[src/assert_macros.svh]
// Concurrent assertion helpers; they compile away under SYNTHESIS.
`ifndef ASSERT_MACROS_SVH
`define ASSERT_MACROS_SVH

`ifndef SYNTHESIS

`define ASSERT_PROP(name, clk, rst_n, prop) \
	name: assert property (@(posedge clk) disable iff (!rst_n) prop) \
		else $error("%m: property failed");

`define ASSERT_NEVER(name, clk, rst_n, cond) \
	name: assert property (@(posedge clk) disable iff (!rst_n) !(cond)) \
		else $error("%m: forbidden condition seen");

`else

`define ASSERT_PROP(name, clk, rst_n, prop)

`define ASSERT_NEVER(name, clk, rst_n, cond)

`endif

`endif

[src/csc_pkg.sv]
package csc_pkg;

	localparam int COORD_W    = 20;
	localparam int NORM_W     = 12;
	localparam int OFF_W      = 28;
	localparam int DIST_W     = 40;
	localparam int T_W        = 17;
	localparam int T_FRAC     = 16;
	localparam int NUM_PLANES = 6;
	localparam int PIDX_W     = 3;
	localparam int MUL_A_W    = 18;
	localparam int MUL_B_W    = COORD_W + 1;
	localparam int PROD_W     = MUL_A_W + MUL_B_W;
	localparam int STEP_W     = 3;
	localparam int MUL_STEPS  = 6;
	localparam int DCNT_W     = 5;
	localparam int CFG_W      = 64;
	localparam int ADDR_W     = 6;

	localparam logic [T_W-1:0] T_ONE = T_W'(1 << T_FRAC);

	typedef logic signed [COORD_W-1:0] coord_t;
	typedef logic signed [NORM_W-1:0]  norm_t;

	typedef struct packed {
		logic signed [OFF_W-1:0] off;
		norm_t                   nz;
		norm_t                   ny;
		norm_t                   nx;
	} plane_t;

	// which endpoint (or which t) and which axis a multiply step works on
	typedef struct packed {
		logic       hi;
		logic [1:0] ax;
	} step_sel_t;

	function automatic step_sel_t step_sel(input logic [STEP_W-1:0] s);
		step_sel_t r;
		case (s)
			3'd0:    r = '{hi: 1'b0, ax: 2'd0};
			3'd1:    r = '{hi: 1'b0, ax: 2'd1};
			3'd2:    r = '{hi: 1'b0, ax: 2'd2};
			3'd3:    r = '{hi: 1'b1, ax: 2'd0};
			3'd4:    r = '{hi: 1'b1, ax: 2'd1};
			3'd5:    r = '{hi: 1'b1, ax: 2'd2};
			default: r = '{hi: 1'b0, ax: 2'd0};
		endcase
		return r;
	endfunction

endpackage

[src/convex_segment_clipper.sv]
// Each plane runs S_LOAD, S_MUL, S_CLASS; a crossing plane adds 17 divide steps and S_UPD.
// A visible segment then runs S_LERP for the endpoint products and S_DONE for the hand-off;
// a rejected one stops at that plane and goes straight to S_DONE for the hand-off.
// Throughput: one item at a time; the next item is taken the cycle after the result is
// loaded, and the hand-off waits longer while an earlier result waits for ready.
// Reset (arst_n low) clears the plane registers to zero and empties the block.
`include "assert_macros.svh"

module convex_segment_clipper #(
	parameter int PLANE_COUNT = 6
) (
	input  logic                                clk,
	input  logic                                arst_n,
	input  logic                                psel,
	input  logic                                penable,
	input  logic                                pwrite,
	input  logic [csc_pkg::ADDR_W-1:0]          paddr,
	input  logic [csc_pkg::CFG_W-1:0]           pwdata,
	output logic [csc_pkg::CFG_W-1:0]           prdata,
	output logic                                pready,
	input  logic                                item_valid,
	output logic                                item_ready,
	input  csc_pkg::coord_t                     start_x,
	input  csc_pkg::coord_t                     start_y,
	input  csc_pkg::coord_t                     start_z,
	input  csc_pkg::coord_t                     end_x,
	input  csc_pkg::coord_t                     end_y,
	input  csc_pkg::coord_t                     end_z,
	output logic                                result_valid,
	input  logic                                result_ready,
	output logic                                visible,
	output csc_pkg::coord_t                     clip_start_x,
	output csc_pkg::coord_t                     clip_start_y,
	output csc_pkg::coord_t                     clip_start_z,
	output csc_pkg::coord_t                     clip_end_x,
	output csc_pkg::coord_t                     clip_end_y,
	output csc_pkg::coord_t                     clip_end_z
);
	import csc_pkg::*;

	typedef enum logic [2:0] {
		S_IDLE, S_LOAD, S_MUL, S_CLASS, S_DIV, S_UPD, S_LERP, S_DONE
	} state_t;

	// configuration
	plane_t             plane_q [NUM_PLANES];
	logic [PIDX_W-1:0]  cfg_idx;
	logic               cfg_wr;

	// control
	state_t             state_q;
	logic [PIDX_W-1:0]  pidx_q;
	logic [STEP_W-1:0]  step_q;
	logic [DCNT_W-1:0]  dcnt_q;
	logic               vis_q;
	logic [T_W-1:0]     t0_q;
	logic [T_W-1:0]     t1_q;

	// datapath
	coord_t                     a_q [3];
	coord_t                     b_q [3];
	logic signed [PROD_W-1:0]   prod_s1;
	logic [STEP_W-1:0]          tag_s1;
	logic signed [DIST_W-1:0]   da_q;
	logic signed [DIST_W-1:0]   db_q;
	logic [DIST_W+1:0]          rem_q;
	logic [DIST_W:0]            den_q;
	logic [T_W-1:0]             quo_q;
	logic                       enter_q;
	coord_t                     res_q [MUL_STEPS];

	// combinational
	plane_t                     pl;
	step_sel_t                  sel;
	step_sel_t                  tsel;
	norm_t                      nrm;
	coord_t                     src;
	logic signed [MUL_A_W-1:0]  mul_a;
	logic signed [MUL_B_W-1:0]  mul_b;
	logic signed [MUL_B_W-1:0]  dlt;
	logic signed [PROD_W-1:0]   mul_p;
	logic signed [DIST_W-1:0]   prod_ext;
	logic signed [DIST_W-1:0]   off_ext;
	logic signed [DIST_W:0]     diff;
	logic [DIST_W-1:0]          num;
	logic [DIST_W:0]            den;
	logic [DIST_W+1:0]          trial;
	logic                       ge;
	logic [T_W-1:0]             t0_n;
	logic [T_W-1:0]             t1_n;
	logic                       last_plane;
	logic [DIST_W-1:0]          rnd;
	coord_t                     lerp_c;
	logic                       out_free;
	logic                       out_zero;

	assign pready  = 1'b1;
	assign cfg_idx = paddr[ADDR_W-1:ADDR_W-PIDX_W];
	assign cfg_wr  = psel && penable && pwrite && pready;

	always_comb begin
		prdata = '0;
		if (cfg_idx < PIDX_W'(NUM_PLANES)) begin
			prdata = plane_q[cfg_idx];
		end
	end

	always_ff @(posedge clk or negedge arst_n) begin
		if (!arst_n) begin
			for (int i = 0; i < NUM_PLANES; i++) begin
				plane_q[i] <= '0;
			end
		end else if (cfg_wr && cfg_idx < PIDX_W'(NUM_PLANES)) begin
			plane_q[cfg_idx] <= pwdata;
		end
	end

	assign item_ready = (state_q == S_IDLE);
	assign out_free   = !result_valid || result_ready;
	assign last_plane = (pidx_q == PIDX_W'(PLANE_COUNT - 1));
	assign out_zero   = clip_start_x == '0 && clip_start_y == '0 && clip_start_z == '0 &&
		clip_end_x == '0 && clip_end_y == '0 && clip_end_z == '0;

	assign pl      = plane_q[pidx_q];
	assign sel     = step_sel(step_q);
	assign tsel    = step_sel(tag_s1);
	assign off_ext = {{(DIST_W-OFF_W-10){pl.off[OFF_W-1]}}, pl.off, 10'b0};

	// shared multiplier: normal x coordinate for distances, t x (B-A) for endpoints
	always_comb begin
		src = sel.hi ? b_q[sel.ax] : a_q[sel.ax];
		dlt = {b_q[sel.ax][COORD_W-1], b_q[sel.ax]} - {a_q[sel.ax][COORD_W-1], a_q[sel.ax]};
		case (sel.ax)
			2'd0:    nrm = pl.nx;
			2'd1:    nrm = pl.ny;
			default: nrm = pl.nz;
		endcase
		if (state_q == S_LERP) begin
			mul_a = {1'b0, (sel.hi ? t1_q : t0_q)};
			mul_b = dlt;
		end else begin
			mul_a = {{(MUL_A_W-NORM_W){nrm[NORM_W-1]}}, nrm};
			mul_b = {src[COORD_W-1], src};
		end
	end

	assign mul_p    = mul_a * mul_b;
	assign prod_ext = {prod_s1[PROD_W-1], prod_s1};

	// crossing parameter setup
	always_comb begin
		diff = {da_q[DIST_W-1], da_q} - {db_q[DIST_W-1], db_q};
		den  = diff[DIST_W] ? (DIST_W+1)'(-diff) : diff;
		num  = da_q[DIST_W-1] ? DIST_W'(-da_q) : da_q;
	end

	// restoring divide step; the first step takes the integer bit without a shift
	always_comb begin
		trial = (dcnt_q == '0) ? rem_q : {rem_q[DIST_W:0], 1'b0};
		ge    = (trial >= {1'b0, den_q});
	end

	always_comb begin
		t0_n = (enter_q && quo_q > t0_q) ? quo_q : t0_q;
		t1_n = (!enter_q && quo_q < t1_q) ? quo_q : t1_q;
	end

	// round half up, then offset from A; low bits wrap exactly
	assign rnd    = prod_ext + DIST_W'(1 << (T_FRAC - 1));
	assign lerp_c = rnd[T_FRAC+COORD_W-1:T_FRAC] + a_q[tsel.ax];

	always_ff @(posedge clk) begin
		prod_s1 <= mul_p;
		tag_s1  <= step_q;
		unique case (state_q)
			S_IDLE: begin
				a_q[0] <= start_x;
				a_q[1] <= start_y;
				a_q[2] <= start_z;
				b_q[0] <= end_x;
				b_q[1] <= end_y;
				b_q[2] <= end_z;
				for (int i = 0; i < MUL_STEPS; i++) begin
					res_q[i] <= '0;
				end
			end
			S_LOAD: begin
				da_q <= off_ext;
				db_q <= off_ext;
			end
			S_MUL: begin
				if (step_q != '0) begin
					if (tsel.hi) begin
						db_q <= db_q + prod_ext;
					end else begin
						da_q <= da_q + prod_ext;
					end
				end
			end
			S_CLASS: begin
				rem_q   <= {2'b0, num};
				den_q   <= den;
				quo_q   <= '0;
				enter_q <= da_q[DIST_W-1];
			end
			S_DIV: begin
				rem_q <= ge ? trial - {1'b0, den_q} : trial;
				quo_q <= {quo_q[T_W-2:0], ge};
			end
			S_LERP: begin
				if (step_q != '0 && vis_q) begin
					res_q[tag_s1] <= lerp_c;
				end
			end
			S_UPD, S_DONE: begin
			end
		endcase
	end

	always_ff @(posedge clk or negedge arst_n) begin
		if (!arst_n) begin
			state_q      <= S_IDLE;
			pidx_q       <= '0;
			step_q       <= '0;
			dcnt_q       <= '0;
			vis_q        <= 1'b0;
			t0_q         <= '0;
			t1_q         <= T_ONE;
			result_valid <= 1'b0;
			visible      <= 1'b0;
			clip_start_x <= '0;
			clip_start_y <= '0;
			clip_start_z <= '0;
			clip_end_x   <= '0;
			clip_end_y   <= '0;
			clip_end_z   <= '0;
		end else begin
			// S_DONE refills the output register itself
			if (result_valid && result_ready && state_q != S_DONE) begin
				result_valid <= 1'b0;
			end
			unique case (state_q)
				S_IDLE: begin
					if (item_valid) begin
						pidx_q  <= '0;
						vis_q   <= 1'b1;
						t0_q    <= '0;
						t1_q    <= T_ONE;
						state_q <= S_LOAD;
					end
				end
				S_LOAD: begin
					step_q  <= '0;
					state_q <= S_MUL;
				end
				S_MUL: begin
					step_q <= step_q + 1'b1;
					if (step_q == STEP_W'(MUL_STEPS)) begin
						state_q <= S_CLASS;
					end
				end
				S_CLASS: begin
					dcnt_q <= '0;
					if (!da_q[DIST_W-1] && !db_q[DIST_W-1]) begin
						// both inside: plane does not clip
						if (last_plane) begin
							step_q  <= '0;
							state_q <= S_LERP;
						end else begin
							pidx_q  <= pidx_q + 1'b1;
							state_q <= S_LOAD;
						end
					end else if (da_q[DIST_W-1] && db_q[DIST_W-1]) begin
						vis_q   <= 1'b0;
						state_q <= S_DONE;
					end else begin
						state_q <= S_DIV;
					end
				end
				S_DIV: begin
					dcnt_q <= dcnt_q + 1'b1;
					if (dcnt_q == DCNT_W'(T_W - 1)) begin
						state_q <= S_UPD;
					end
				end
				S_UPD: begin
					t0_q <= t0_n;
					t1_q <= t1_n;
					if (t0_n > t1_n) begin
						vis_q   <= 1'b0;
						state_q <= S_DONE;
					end else if (last_plane) begin
						step_q  <= '0;
						state_q <= S_LERP;
					end else begin
						pidx_q  <= pidx_q + 1'b1;
						state_q <= S_LOAD;
					end
				end
				S_LERP: begin
					step_q <= step_q + 1'b1;
					if (step_q == STEP_W'(MUL_STEPS)) begin
						state_q <= S_DONE;
					end
				end
				S_DONE: begin
					// hold the result until the output register is free
					if (out_free) begin
						result_valid <= 1'b1;
						visible      <= vis_q;
						clip_start_x <= res_q[0];
						clip_start_y <= res_q[1];
						clip_start_z <= res_q[2];
						clip_end_x   <= res_q[3];
						clip_end_y   <= res_q[4];
						clip_end_z   <= res_q[5];
						state_q      <= S_IDLE;
					end
				end
			endcase
		end
	end

	`ASSERT_PROP(a_busy_after_accept, clk, arst_n, item_valid && item_ready |=> !item_ready)
	`ASSERT_PROP(a_reject_zero, clk, arst_n, result_valid && !visible |-> out_zero)
	`ASSERT_PROP(a_interval_order, clk, arst_n, state_q == S_LERP |-> t0_q <= t1_q)
	`ASSERT_PROP(a_div_rem, clk, arst_n, state_q == S_DIV |-> rem_q <= (DIST_W+2)'(den_q))
	`ASSERT_NEVER(a_t_range, clk, arst_n, t0_q > T_ONE || t1_q > T_ONE)

endmodule
[config.mk]
export PLATFORM = sky130hd
export DESIGN_NAME = convex_segment_clipper
export DESIGN_NICKNAME = d
export VERILOG_FILES = /design/src/csc_pkg.sv /design/src/convex_segment_clipper.sv
export VERILOG_INCLUDE_DIRS = /design/src /design/src/src
export SDC_FILE = /design/constraint.sdc
export NUM_CORES = 2
export LEC_CHECK = 0
export ABC_AREA = 0
export BUFFER_PORTS_ARGS = -buffer_cell sky130_fd_sc_hd__buf_2
export CORE_MARGIN = 5
export CORE_UTILIZATION = 30
export DETAILED_ROUTE_END_ITERATION = 8
export MAX_ROUTING_LAYER = met4
export PLACE_DENSITY_LB_ADDON = 0.15
export SLEW_MARGIN = 20
export SYNTH_ARGS = -nofsm -noshare
export SYNTH_HDL_FRONTEND = slang
export SYNTH_SLANG_ARGS = --single-unit
[constraint.sdc]
create_clock -name clk -period 27.5 [get_ports clk]
set_input_delay 4.125 -clock clk [delete_from_list [all_inputs] [get_ports clk]]
set_output_delay 4.125 -clock clk [all_outputs]
set_load 0.01 [all_outputs]
; ---- After elaboration in Yosys (flattened, before gate mapping)
; Memory sizes are Yosys's and may differ from the RTL's. A register that Yosys moved wholly into a read port is not among the register bits.
; Cells that the tools add are included.
[classes]
mux = 71
n_bitwise = 2
n_lt_le_gt_ge = 8
n_reduce_logical = 41
eq_ne = 35
addsub = 12
mul = 1
[ops]
columns = cell, n
row1 = binary-select mux 64 bit (select 3 bit), 2
row2 = bitwise mux 384 bit, 1
row3 = two-way mux 64 bit, 6
row4 = two-way mux 40 bit, 6
row5 = demux 64 bit (select 3 bit), 1
row6 = case mux 40 bit (2 select lines), 2
row7 = case mux 17 bit (2 select lines), 3
row8 = two-way mux 17 bit, 5
row9 = two-way mux 42 bit, 2
row10 = case mux 42 bit (2 select lines), 1
row11 = adder 40 x 39 -> 40 bit, 2
row12 = two-way mux 3 bit, 16
row13 = greater-or-equal comparator 42 x 41 -> 1 bit, 1
row14 = subtractor 42 x 41 -> 42 bit, 1
row15 = negation 41 bit, 1
row16 = subtractor 40 x 40 -> 41 bit, 1
row17 = two-way mux 20 bit, 2
row18 = negation 40 bit, 1
row19 = multiplier 18 x 21 -> 39 bit, 1
row20 = "adder 36 x 17 -> 36 bit, second input constant", 1
row21 = greater-than comparator 17 bit, 2
row22 = "equality test 3 bit, second input constant", 10
row23 = case mux 3 bit (5 select lines), 2
row24 = "inequality test 2 bit, second input constant", 12
row25 = 40 further kinds, 88
[totals]
n_memories = 3
ram_bits = 240
output_inout_bits = 188
elab_cells = 215
reg_bits = 658
[mem_list]
columns = memory, depth, word_bits, rd, rd_ports_with_merged_regs, wr, line_no
row1 = res_q, 6, 20, 6, 6, 6, convex_segment_clipper.sv:70  ; coord_t res_q [MUL_STEPS];
row2 = a_q, 3, 20, 2, 0, 3, convex_segment_clipper.sv:60  ; coord_t a_q [3];
row3 = b_q, 3, 20, 1, 0, 3, convex_segment_clipper.sv:61  ; coord_t b_q [3];

; ---- Longest topological paths before layout
[depth]
word_depth = 7
ltp_mapped = 47
mapped_depth_nobuf = 45

; ---- Worst setup path after synthesis
; OpenSTA, ideal clock, no wires.
[synth_timing]
kind = flip-flop to flip-flop
startpoint = register step_q[0]
endpoint = register prod_s1[37]
period_less_slack_ps = 10059
t_arrival_ps = 9988
setup_slack_ps = 17441
stages_incl_launch_ff = 40
required_time_ps = 27428
cell_sequence = dfrtp_1 -> inv_1 -> ha_1 -> nor2b_1 -> or3b_2 -> clkbuf_1 -> clkbuf_1 -> o21ai_0 -> ha_1 -> nor2b_1 -> o21a_1 -> o21ai_0 -> a211oi_1 -> nor3_1 -> o41ai_1 -> a21oi_1 -> o21bai_1 -> a21o_1 -> [... 4 more ...] -> inv_1 -> fa_1 -> fa_1 -> fa_1 -> fa_1 -> inv_1 -> fa_1 -> inv_1 -> ha_1 -> nand2_1 -> a2111o_1 -> and4_1 -> nor3_1 -> a2111oi_0 -> nor3_1 -> a21oi_1 -> o21ai_0 -> xor2_1
[synth_via]
elab_chain_len = 6
elab_cells_between_ends = 17
[synth_lines]
columns = element, line_no
row1 = "start, declared", convex_segment_clipper.sv:53  ; logic [STEP_W-1:0] step_q;
row2 = "start signal, assigned", convex_segment_clipper.sv:257  ; step_q <= step_q + 1'b1;
row3 = "start signal, assigned", convex_segment_clipper.sv:301  ; step_q <= step_q + 1'b1;
row4 = "equality test 3 bit, or another cell as far along", csc_pkg.sv:40  ; case (s)
row5 = case mux 3 bit (5 select lines) *, csc_pkg.sv:40
row6 = "memory (3 x 20 bit), or another cell as far along", --
row7 = "subtractor 20 x 20 -> 21 bit, or another cell as far along", convex_segment_clipper.sv:132  ; dlt = {b_q[sel.ax][COORD_W-1], b_q[sel.ax]} - {a_q[sel.ax][COORD_W-1], a_q[sel.ax]};
row8 = two-way mux 21 bit / two-way mux 18 bit (equally long branches), convex_segment_clipper.sv:138  ; if (state_q == S_LERP) begin
row9 = multiplier 18 x 21 -> 39 bit *, convex_segment_clipper.sv:147  ; assign mul_p = mul_a * mul_b;
row10 = net mul_p[37], convex_segment_clipper.sv:81  ; logic signed [PROD_W-1:0] mul_p;
row11 = "end signal, assigned", convex_segment_clipper.sv:173  ; prod_s1 <= mul_p;
row12 = "end, declared", convex_segment_clipper.sv:62  ; logic signed [PROD_W-1:0] prod_s1;
; The timed path passes the listed nets; every way through them passes the cells marked *.
; A chain may end at the register's enable or synchronous reset.

; ---- Final worst setup path
[layout_timing]
startpoint = register step_q[0]
endpoint = register prod_s1[38]
; Same word-level chain as after synthesis.

==> impl_metrics.py <==
metrics = {
    "timing": {
        "finalMaxSlewViolations": 0,
        "period_minus_slack_ps": 12000,
        "max_slew.worst_pin.slew_ps": 1182,
        "hold_viol_final": 0,
        "rsz0062_at_grt": "no",
        "fin_worst_skew_ps": 103.4,
        "setup_viol": 0,
        "setup_tns_ps": 0,
        "slew_headroom_pct": 20.94,
        "fmax_mhz": 83.32,
        "fin_crit_sh_pct": 43.65,
    },
    "clock_tree": {
        "cts_made_buffers": 119,
        "cts_max_level": 3,
        "postCtsSetupBuffers": 0,
        "clk_pin_slew_ps": 60,
        "worst_skew_pair.late_latency_ps": 850,
        "cts.sink_count": 1018,
        "cts_tree": "done",
        "clockRootBuffer": "clkbuf_16",
        "clockBufferDepth": 3,
        "cts_hold_buf": 0,
        "postCtsResizedCells": 0,
    },
    "synthesis": {
        "syn-num-nets": 7737,
        "yosysTopAreaCell": "dfrtp_1",
        "synth_area_leaders": "dfrtp_1 19%, edfxtp_1 18%, fa_1 11%",
        "synth_xor_area_share_pct": 3.680,
        "synth-warning-count": 0,
        "synth.distinct_cells": 88,
        "synth_edf_count": 421,
        "synthMuxAreaShare_pct": 13.00,
        "avgSynthCellArea_um2": 10.51,
        "synth_cells": 6796,
        "synth_async_sr_flop_share_pct": 54.52,
        "yosysSeqAreaShare_pct": 38.33,
        "synthAdderAreaFrac_pct": 17.06,
        "synth_compound_area_share_pct": 12.53,
        "syn_area_um2": 71410,
        "ys_seq_elements": 1018,
        "yosys_most_used_dff": "dfrtp_1",
        "synth_top_family_by_area": "adder cells",
        "yosysTopAreaCellShare_pct": 19.41,
        "synthSimpleGateAreaFrac_pct": 10.11,
    },
    "drt": {
        "antenna_left": 0,
        "wl_per_cell_um": 23.51,
        "drtIter0Drc": 3587,
        "drc": 0,
        "drt-total-wl_um": 244800,
        "viasPerCell": 5.118,
        "firstDrtPassIters": 7,
        "vias": 53292,
    },
    "worst_hold_path": {
        "hold_path_class": "reg -> reg",
        "hold_start": "res_q[5][9]",
        "min_to": "clip_end_z[9]",
        "hold_path_depth": 1,
    },
    "setup_path": {
        "cp_max_fo": 17,
        "crit_top_cell": "fa_1",
        "worst_ep_arrival_time_ps": 12650,
        "cpLargestDelayFamily": "compound AO/OA/AOI/OAI gates",
        "cpMaxStageDelayCell": "or3b_2",
        "required_ps": 28150,
        "rr_startpoint": "step_q[0]",
        "critPathBufInv": 5,
        "r2r-end": "prod_s1[38]",
        "worstSetupPathType": "reg -> reg",
        "crit_path_max_incr_delay_ps": 690,
        "r2r_setup_slack_ps": 15500,
        "critPathLaunch": "step_q[0]",
        "critPathLaunchType": "register",
        "rr_worst_depth": 40,
        "crit_path_end_kind": "register",
    },
    "finish": {
        "seqCellArea_um2": 27380,
        "drive_gt1_share_pct": 19.57,
        "area_growth_pct": 14.07,
        "multiInputGateArea_um2": 40540,
        "fill_cells": 24220,
        "nets": 8032,
    },
    "global_routing": {
        "grt_max_degree": 117,
        "grt_pass1_vias": 54929,
        "grt_pass1_wl_um": 365600,
        "track_usage_pct": 19.93,
        "antenna_found_initial": 56,
        "overflow": 0,
    },
    "floorplan": {
        "die_y_um": 497.9,
        "die_area_um2": 247900,
        "row_count": 179,
        "ios": 385,
        "fp.dieW_um": 497.9,
        "design.core.area_um2": 237400,
        "start_util_pct": 30.08,
    },
    "placed_design": {
        "dp_hpwl_um": 180000,
        "place_congestion": 0.8657,
        "io_buffers": 380,
    },
    "run_status": {
        "status": "completed",
    },
    "job": {
        "maxCapViolCount": 0,
    },
}
-- flip-flops by register name, indices dropped and copies added (netlist names), 20 cells and up --
register	count
da_q	40
a_q	60
plane_q	384
res_q	120
clip_start_y	20
db_q	40
b_q	60
clip_start_z	20
clip_end_x	20
prod_s1	39
den_q	41
rem_q	42
clip_end_z	20
clip_end_y	20
clip_start_x	20
-- per-layer routing --
layer / track usage, % / vias up / routed length, um
met5: - / - / 0
met1: 27.04 / 27225 / 113400
met2: 31.11 / 1257 / 111800
met4: 4.377 / 0 / 5672
met3: 3.719 / 265 / 14000
li1: - / 24545 / -
-- cells in the final DEF (no fill, tap or decap), types with 36 or more instances in the layout --
| master | n |
|---|---|
| mux2_2 | 555 |
| buf_2 | 379 |
| mux4_2 | 64 |
| mux2i_1 | 158 |
| dfrtp_1 | 552 |
| edfxtp_1 | 421 |
| a21o_1 | 178 |
| nand3_1 | 155 |
| a211oi_1 | 51 |
| buf_4 | 116 |
| nor2b_1 | 42 |
| inv_1 | 671 |
| fa_1 | 383 |
| and2_1 | 47 |
| o21bai_1 | 38 |
| o21ai_0 | 247 |
| nor3_1 | 63 |
| diode_2 | 48 |
| clkbuf_16 | 120 |
| a21oi_1 | 312 |
| xnor2_1 | 178 |
| nor2_1 | 524 |
| nand2_1 | 492 |
| a22oi_1 | 208 |
| nand2b_1 | 54 |
| xor2_1 | 120 |
| o21a_1 | 48 |
| and3_1 | 36 |
| dfxtp_1 | 42 |
| ha_1 | 361 |
-- worst reg2reg max path, delay by kind of cell (launching register included) --
family / cells / cell delay [ps]
buf+inv: 5 / 320
simple gates: 6 / 1590
xor+xnor: 2 / 350
fa+ha+maj: 10 / 4330
compound gates: 17 / 4780
flops: 1 / 460
-- cell families (layout without fill, tap and decap cells) --
logic type      Yosys count  in the layout
mux                     778            778
flops                  1018           1018
simple gates           1589           1589
other cells               1             49
buf+inv                1000           1402
xor+xnor                300            300
compound gates         1366           1366
fa+ha+maj               744            744
-- final cells by class --
cell class	count	share of cell area, %
multi-input cells	4778	49.76
clock buffers	170	4.199
repair buffers	498	3.464
flip-flops and latches	1018	33.61
diodes	48	0.1475
clock inverters	58	0.8264
well taps	3167	4.865
inverters	676	3.121
-- worst max path at each step --
stage / endpoint / slack, ps / cells after the start
2_1_floorplan: prod_s1[37] / 17440 / 39
3_3_place_gp: prod_s1[38] / 15580 / 40
3_5_place_dp: prod_s1[38] / 15560 / 40
4_1_cts: prod_s1[38] / 15430 / 40
5_1_grt: prod_s1[38] / 14760 / 46
6_report: prod_s1[38] / 15500 / 40
-- cell usage after synthesis, types with 179 or more instances --
master      n
clkbuf_1  293
dfrtp_1   554
edfxtp_1  421
fa_1      383
mux2_2    555
nand2_1   496
o21ai_0   252
xnor2_1   179
inv_1     675
nor2_1    535
a21oi_1   319
ha_1      361
a22oi_1   208
-- per-stage QoR --
| stage | setup slack [ps] | std cells | area, um^2 | hold slack [ps] | util (%) |
|---|---|---|---|---|---|
| floorplan | 17440 | 6796 | 71410 | 345.4 | - |
| global placement | 15580 | 10136 | 77180 | 457.7 | 32.51 |
| detailed placement | 15560 | 10136 | 77190 | 463.4 | 32.51 |
| CTS | 15430 | 10364 | 81280 | 478.0 | 34.24 |
| global route | 14760 | 10413 | 81460 | 486.7 | 34.31 |
| finish | 15500 | 10413 | 81460 | 474.8 | 34.31 |
Power is not shown: default switching activity piles up to over one toggle a cycle in this logic, so the estimate is an artifact.
